## config.mk

```make
export PLATFORM = sky130hd
export DESIGN_NAME = acpu_exec
export DESIGN_NICKNAME = d
export VERILOG_FILES = /design/src/acpu_pkg.sv /design/src/acpu_exec.sv
export SDC_FILE = /design/constraint.sdc
export NUM_CORES = 1
export LEC_CHECK = 0
export BUFFER_PORTS_ARGS = -buffer_cell sky130_fd_sc_hd__buf_2
export CAP_MARGIN = 15
export CORE_UTILIZATION = 39
export DETAILED_ROUTE_END_ITERATION = 10
export PLACE_DENSITY = 0.78
export SETUP_SLACK_MARGIN = 0.5
export SYNTH_ARGS = -nofsm -noshare
export SYNTH_HDL_FRONTEND = slang
export SYNTH_SLANG_ARGS = --single-unit
```

## constraint.sdc

```tcl
create_clock -name vclk -period 3
set_input_delay 0 -clock vclk [all_inputs]
set_output_delay 0 -clock vclk [all_outputs]
set_load 0.05 [all_outputs]
```

## src/acpu_pkg.sv

```systemverilog
// Package for the accumulator CPU execute block: payload types, opcodes, status codes.
`default_nettype none
package acpu_pkg;

  // Default sizes of the data and program spaces
  localparam int DATA_WORDS_DEF    = 256;
  localparam int PROGRAM_WORDS_DEF = 1024;

  // Opcodes
  localparam logic [3:0] OP_LOAD   = 4'd1;
  localparam logic [3:0] OP_STORE  = 4'd2;
  localparam logic [3:0] OP_ADD    = 4'd3;
  localparam logic [3:0] OP_SUB    = 4'd4;
  localparam logic [3:0] OP_INPUT  = 4'd5;
  localparam logic [3:0] OP_OUTPUT = 4'd6;
  localparam logic [3:0] OP_JMP    = 4'd7;
  localparam logic [3:0] OP_JPOS   = 4'd8;
  localparam logic [3:0] OP_JNEG   = 4'd9;
  localparam logic [3:0] OP_JZERO  = 4'd10;
  localparam logic [3:0] OP_HALT   = 4'd11;

  // Status codes
  localparam logic [1:0] ST_RUN     = 2'd0;
  localparam logic [1:0] ST_HALT    = 2'd1;
  localparam logic [1:0] ST_ILLEGAL = 2'd2;

  // One instruction
  typedef struct packed {
    logic [3:0]         op;
    logic [7:0]         data_address;
    logic signed [31:0] input_word;
  } in_item_t;

  // One result
  typedef struct packed {
    logic [9:0]         next_pc;
    logic signed [31:0] output_word;
    logic               output_valid;
    logic [1:0]         status;
  } out_item_t;

  // Data memory write-back request
  typedef struct packed {
    logic        mem_we;
    logic [31:0] mem_wdata;
  } wb_t;

endpackage
`default_nettype wire

```

## src/acpu_exec.sv

```systemverilog
// Execute unit: decodes one instruction and computes next machine state and result.
`default_nettype none
module acpu_exec #(
  parameter int PROGRAM_WORDS = acpu_pkg::PROGRAM_WORDS_DEF
) (
  input  wire logic [3:0]                     op,
  input  wire logic [31:0]                    mem_word,
  input  wire logic [31:0]                    acc,
  input  wire logic [$clog2(PROGRAM_WORDS)-1:0] pc,
  input  wire logic [1:0]                     stop,
  input  wire logic signed [31:0]             input_word,
  output logic      [31:0]                    acc_next,
  output logic      [$clog2(PROGRAM_WORDS)-1:0] pc_next,
  output logic      [1:0]                     stop_next,
  output acpu_pkg::wb_t                       wb,
  output acpu_pkg::out_item_t                 result
);
  import acpu_pkg::*;

  localparam int PCW = $clog2(PROGRAM_WORDS);

  logic [PCW-1:0] hi_mod [64];
  logic [PCW:0]   tgt_sum;
  logic [PCW-1:0] target;
  logic [PCW-1:0] pc_inc;
  logic           neg;
  logic           zero;
  logic           take;

  // Table of (upper six target bits * 16) mod program size
  for (genvar g = 0; g < 64; g++) begin : g_hi_mod
    assign hi_mod[g] = PCW'((g * 16) % PROGRAM_WORDS);
  end

  // Reduce the low 10 bits of the memory word to a program address
  always_comb begin
    tgt_sum = {1'b0, hi_mod[mem_word[9:4]]} + (PCW + 1)'(mem_word[3:0]);
    if (tgt_sum >= (PCW + 1)'(PROGRAM_WORDS)) begin
      target = PCW'(tgt_sum - (PCW + 1)'(PROGRAM_WORDS));
    end else begin
      target = PCW'(tgt_sum);
    end
  end

  // Sequential step with wrap at the top of program space
  assign pc_inc = (pc == PCW'(PROGRAM_WORDS - 1)) ? '0 : pc + PCW'(1);

  assign neg  = acc[31];
  assign zero = (acc == 32'd0);

  // Decode and execute
  always_comb begin
    acc_next      = acc;
    stop_next     = stop;
    wb.mem_we     = 1'b0;
    wb.mem_wdata  = acc;
    take          = 1'b0;
    result.output_word  = '0;
    result.output_valid = 1'b0;
    if (stop == ST_RUN) begin
      case (op)
        OP_LOAD:   acc_next = mem_word;
        OP_STORE:  wb.mem_we = 1'b1;
        OP_ADD:    acc_next = acc + mem_word;
        OP_SUB:    acc_next = acc - mem_word;
        OP_INPUT: begin
          wb.mem_we    = 1'b1;
          wb.mem_wdata = input_word;
        end
        OP_OUTPUT: begin
          result.output_word  = mem_word;
          result.output_valid = 1'b1;
        end
        OP_JMP:    take = 1'b1;
        OP_JPOS:   take = !neg && !zero;
        OP_JNEG:   take = neg;
        OP_JZERO:  take = zero;
        OP_HALT:   stop_next = ST_HALT;
        default:   stop_next = ST_ILLEGAL;
      endcase
      pc_next = take ? target : pc_inc;
    end else begin
      pc_next = pc;
    end
    result.next_pc = 10'(pc_next);
    result.status  = stop_next;
  end

endmodule
`default_nettype wire

```

==> results of run 1 <==
## final timing paths
check,startpoint,end,cells past startpoint
setup / recovery,mem_word[5],acc_next[29],19
hold / removal,acc[5],acc_next[5],4
## per-layer routing
metal	vias to the layer above	global-route usage [%]
met5	-	0
met4	0	10.5
met3	85	3.77
met2	397	63.7
met1	3115	39.9
li1	3009	-
## report_power, final
part           internal, mW  total [mW]  switching (mW)
Sequential                0           0               0
Combinational         0.807        1.92            1.11
Clock                     0           0               0
## placed cells by master, fill, tap and decap left out, types with 10 or more instances in the layout
cell,instances
inv_1,13
and2_1,32
nand2b_1,13
o21ai_0,18
nor3_1,10
buf_4,146
nor2_1,33
xor2_1,12
buf_2,200
nand2_1,38
a21oi_2,23
ha_1,27
a21o_1,17
o21ai_1,12
xnor2_1,25
buf_6,39
buf_8,11
mux2_2,32
a21oi_1,27
o21ai_4,22
nand3_1,10
a22oi_1,22
## what timing repair did
item | 4_1_cts | 5_1_grt
resized for setup | 142 | 75
pin swaps | 84 | 57
setup buffers | 21 | 14
setup endpoints to repair | 28 | 41
## synthesized netlist by cell type (14+ instances only)
library cell,number
a21o_1,17
a21oi_1,53
a22oi_1,26
and2_1,33
clkbuf_1,28
ha_1,33
inv_1,14
mux2_2,32
nand2_1,50
nand2b_1,14
nand3_1,16
nor2_1,39
o21ai_0,53
xnor2_1,33
xor2_1,20
## final cells by class
class | instances | share of cell area [%]
Inverter | 14 | 0.665
Multi-Input combinational cell | 565 | 62.6
Timing Repair Buffer | 399 | 34.6
Tap cell | 136 | 2.15
## through the flow
step | std cells | setup WS, ns
after CTS | 1099 | -0.316
after global placement | 1078 | -0.330
after floorplan | 625 | -0.0153
after global routing | 1114 | -0.624
after detailed placement | 1078 | -0.464
final | 1114 | -0.489
## tightest hold or removal path, delay by kind of cell
kind / cells / cell delay, ns
buffers and inverters: 2 / 0.28
AOI/OAI and AO/OA: 1 / 0.06
and+or+nand+nor: 1 / 0.05
## logic make-up after synthesis
kind of cell | count (synthesis)
multiplexers | 38
adder cells (fa/ha/maj) | 34
AND/OR/NAND/NOR | 228
AO/OA/AOI/OAI | 212
buffers and inverters | 60
XOR/XNOR | 53
==> flow_metrics.py, run 1 <==
metrics = {
    "status": {
        "status": "finished with violations",
        "violations": "setup timing",
    },
    "timing": {
        "fin_hold_ws_ns": 0.401,
        "max-slew-margin-rel_pct": 55.8,
        "rsz0062_at_grt": "true",
        "fmax_mhz": 287,
        "hold_viol": 0,
        "setup_viol": 16,
        "fin_ws_ns": -0.489,
        "worst_pin_slew_ns": 0.662,
        "fin_crit_ns": 3.49,
        "fin_crit_sh_pct": 116,
        "fin_setup_tns_ns": -4.82,
        "finalMaxSlewViolations": 0,
    },
    "route": {
        "top_layer": "met4",
        "totalWireLength_um": 21500,
        "via_per_inst": 5.93,
        "routedWlPerCell_um": 19.3,
        "drcViolationCount": 0,
        "wl_met2_um": 10900,
        "drt-initial-drc-count": 485,
        "vias": 6606,
        "m1WireLength_um": 8250,
        "final_antenna_net_count": 0,
        "drtPass1Iterations": 7,
        "wl_met3_um": 1550,
    },
    "worst_setup_path": {
        "start_kind": "primary input",
        "worstPathRequired_ns": 3.00,
        "cp_num_buf_inv": 2,
        "cp.arrival_ns": 3.49,
        "end_kind": "output pin",
        "crit_slowest_cell": "nor4_4",
        "path_class": "primary input to output pin",
        "crit_fanout": 3,
        "cpLargestDelayFamily": "simple AND/OR/NAND/NOR gates",
        "crit_chain": "buf_6 -> nor4_4 -> and2_4 -> nand2_4 -> nor2_4 -> and2_4 -> a21oi_2 -> xnor2_1 -> ha_1 -> a21o_1 -> a21o_1 -> a21o_1 -> or3_4 -> a21oi_4 -> o21bai_4 -> a31oi_1 -> mux2i_1 -> nand2_2 -> buf_8",
        "cpPeakStageDelay_ns": 0.37,
        "path_common_cell": "a21o_1",
    },
    "floorplan": {
        "io_pins": 234,
        "dieArea_mm2": 0.0112,
        "die_x_um": 106,
        "core_mm2": 0.0104,
        "fp-row-count": 37,
        "dieHeight_um": 106,
        "initial_core_util_pct": 40.4,
    },
    "layout": {
        "fin_area_mm2": 0.00791,
        "fin_util_pct": 76.2,
        "regArea_um2": 0,
        "clkbuf_count": 0,
        "area_growth_pct": 88.5,
        "multiInputGateArea_mm2": 0.00495,
        "diodes": 0,
        "n_fill_cell": 767,
        "nets": 1126,
        "drive_gt1_share_pct": 61.1,
        "design.seq.count": 0,
    },
    "yosys": {
        "yosys.area_share.simple_pct": 29.4,
        "synthAdderAreaFrac_pct": 10.3,
        "synth_area_leaders": "ha_1 9.8%, mux2_2 8.6%, xnor2_1 6.9%",
        "syn_area_mm2": 0.00419,
        "postSynthCellCount": 625,
        "synth_compound_area_share_pct": 32.4,
        "ys_seq_area_share_pct": 0,
        "synth_top_family_by_area": "compound AO/OA/AOI/OAI gates",
        "synth_nets": 771,
        "yosysTopAreaCell": "ha_1",
        "synth.area.mux_share_pct": 10.0,
        "synthXorXnorAreaFrac_pct": 11.1,
        "avgSynthCellArea_um2": 6.71,
        "synth.distinct_cells": 72,
        "synth_top_area_share_pct": 9.84,
        "yosysWarningCount": 0,
    },
    "min_path": {
        "hp-class": "primary input to output pin",
    },
    "job": {
        "maxCapViolCount": 0,
    },
    "pwr": {
        "power_density_mw_per_mm2": 242,
        "total_power_mw": 1.92,
        "leakage_nw": 3.83,
        "ir_drop_mv": 0.130,
    },
    "grt": {
        "grt_usage_pct": 34.0,
        "gr-total-overflow": 0,
        "grt_pass1_wl_um": 30700,
        "grt_antenna_before_repair": 0,
        "grt_pass1_vias": 6212,
        "grt_max_degree": 33,
    },
    "place": {
        "dpl.hpwl_um": 14800,
        "globalplace.congestion": 0.947,
        "io_buffers": 234,
        "placed_cell_area_mm2": 0.00669,
    },
    "clock_network": {
        "cts_hold_buf": 0,
    },
}
Power figures use the tool's default switching activity.
==> inputs of run 2 (changes only) <==
Settings changed: ABC_AREA set to 1, PLACE_DENSITY 0.78 to 0.74.
==> run 2 against run 1 <==
Compared with the run above: the flow now finishes without violations; flip-flop and latch count stayed put; first-iteration DRC count is 83% higher; global-route usage is 0.63 points higher; worst setup slack better by 0.59 ns; critical endpoint is now acc_next[15].
==> flow_metrics.py, run 2 <==
metrics = {
    "status": {
        "status": "finished, final reports clean",
    },
    "worst_setup_path": {
        "cp.arrival_ns": 2.90,
        "path_class": "primary input to output pin",
        "start_kind": "primary input",
        "crit_chain": "buf_8 -> inv_6 -> ha_4 -> nand3_4 -> nor2_4 -> nand2_4 -> buf_4 -> nand2_4 -> o21ai_2 -> xor2_1 -> ha_2 -> nand2_2 -> nor2_4 -> buf_4 -> a21oi_4 -> nand2_4 -> xor2_2 -> nand2_1 -> a22oi_2 -> buf_6",
        "crit_fanout": 4,
        "crit_slowest_cell": "ha_2",
        "path_common_cell": "nand2_4",
        "cpPeakStageDelay_ns": 0.40,
        "end_kind": "output pin",
        "worstPathRequired_ns": 3.00,
    },
    "layout": {
        "regArea_um2": 0,
        "nets": 1459,
        "drive_gt1_share_pct": 46.1,
        "layout_common_cells": "202 x buf_2, 184 x nand2_1, 158 x inv_1, 132 x nor2_1, 105 x buf_4",
        "design.seq.count": 0,
        "area_growth_pct": 70.0,
        "diodes": 0,
        "fin_util_pct": 68.0,
        "final_common_cell": "buf_2",
        "clkbuf_count": 0,
        "n_fill_cell": 1077,
    },
    "yosys": {
        "avgSynthCellArea_um2": 5.02,
        "synth_top_area_share_pct": 18.2,
        "yosysMostFrequentCell": "nand2_1",
        "synth_nets": 1150,
        "syn_area_mm2": 0.00504,
        "ys_seq_area_share_pct": 0,
        "synth.distinct_cells": 42,
        "yosysWarningCount": 0,
        "synth_area_leaders": "nand2_1 18%, inv_1 13%, nor2_1 12%",
        "synth_common_cells": "244 x nand2_1, 169 x inv_1, 166 x nor2_1, 88 x a21oi_1, 71 x nand3_1",
        "postSynthCellCount": 1004,
        "yosysTopAreaCell": "nand2_1",
    },
    "clock_network": {
        "cts_hold_buf": 0,
    },
    "timing": {
        "hold_viol": 0,
        "finalMaxSlewViolations": 0,
        "worst_pin_slew_ns": 0.820,
        "fin_crit_ns": 2.90,
        "setup_viol": 0,
        "rsz0062_at_grt": "true",
        "fmax_mhz": 344,
        "max-slew-margin-rel_pct": 45.2,
        "fin_crit_sh_pct": 96.8,
    },
    "route": {
        "vias": 8346,
        "drt-initial-drc-count": 887,
        "drcViolationCount": 0,
        "totalWireLength_um": 25900,
        "routedWlPerCell_um": 17.4,
        "drtPass1Iterations": 5,
        "via_per_inst": 5.63,
        "final_antenna_net_count": 0,
    },
    "pwr": {
        "power_density_mw_per_mm2": 234,
        "ir_drop_mv": 0.188,
        "leakage_nw": 4.50,
        "total_power_mw": 2.00,
    },
    "grt": {
        "gr-total-overflow": 0,
        "grt_usage_pct": 34.6,
        "grt_antenna_before_repair": 0,
        "grt_pass1_vias": 7263,
        "grt_max_degree": 41,
        "grt_pass1_wl_um": 36500,
    },
    "floorplan": {
        "dieHeight_um": 116,
        "initial_core_util_pct": 40.0,
        "fp-row-count": 41,
        "io_pins": 234,
        "core_mm2": 0.0126,
        "die_x_um": 116,
        "dieArea_mm2": 0.0134,
    },
    "place": {
        "globalplace.congestion": 0.996,
        "io_buffers": 234,
        "dpl.hpwl_um": 19000,
    },
    "min_path": {
        "min_to": "stop_next[1]",
        "hp-class": "primary input to output pin",
        "min_from": "stop[0]",
        "min_path_cells": 3,
    },
    "job": {
        "maxCapViolCount": 0,
    },
}
[run 2: final cells by class]
class,instances,area (µm²),share of cell area (%)
multi-input cells,792,5430,63.3
repair buffers,346,2260,26.4
inverters,173,668,7.79
well taps,172,215,2.51
[run 2: stage by stage]
stage | instance area (µm²) | hold slack [ns] | std cells | worst slack [ns] | setup TNS (ns)
3_3_place_gp | 6850 | 0.387 | 1431 | -0.154 | -0.549
3_5_place_dp | 6850 | 0.395 | 1431 | -0.137 | -0.639
4_1_cts | 7820 | 0.397 | 1461 | 0.197 | 0
6_report | 8580 | 0.395 | 1483 | 0.0972 | 0
2_1_floorplan | 5220 | 0.215 | 1004 | 0.344 | 0
5_1_grt | 8580 | 0.416 | 1483 | -0.104 | -0.236
[run 2: power breakdown]
group | total, mW | switching [mW] | internal (mW) | leakage, nW
Sequential | 0 | 0 | 0 | 0
Combinational | 2.00 | 1.27 | 0.729 | 4.50
Clock | 0 | 0 | 0 | 0
Total | 2.00 | 1.27 | 0.729 | 4.50
[run 2: routing by layer]
layer | track usage [%] | share of wire, %
met5 | 0 | 0
met2 | 56.8 | 46
met1 | 46.2 | 39
met3 | 6.01 | 11
met4 | 10.4 | 4.5
[run 2: cells by family (layout without fill, tap and decap cells)]
| kind of cell | count (synthesis) | after routing | synth area share [%] |
|---|---|---|---|
| xor gates and xnor gates | 36 | 36 | 6.25 |
| and+or+nand+nor | 529 | 530 | 44.1 |
| adders and majority gates | 34 | 34 | 8.58 |
| buffers and inverters | 213 | 519 | 17.3 |
| AOI/OAI and AO/OA | 192 | 192 | 23.8 |
[run 2: worst max-delay path: cells and delay by family]
family | cells | cell delay, ns
adders and majority gates | 2 | 0.54
buffers and inverters | 5 | 0.65
xor gates and xnor gates | 2 | 0.46
and+or+nand+nor | 8 | 0.75
AOI/OAI and AO/OA | 3 | 0.48
[run 2: worst max-delay path by stage]
stage / slack (ns) / from / to
6_report: 0.1 / mem_word[1] / acc_next[15]
5_1_grt: -0.10 / mem_word[1] / acc_next[31]
4_1_cts: 0.20 / mem_word[0] / acc_next[30]
3_5_place_dp: -0.14 / mem_word[1] / acc_next[30]
3_3_place_gp: -0.15 / mem_word[1] / acc_next[27]
2_1_floorplan: 0.34 / mem_word[1] / acc_next[27]
[run 2: what timing repair did]
action                                  CTS  global route
setup buffers                            29            22
pin swaps                                71            81
endpoints found under the setup margin   28            49
gates resized for setup                 208           140
gates cloned                              1             0
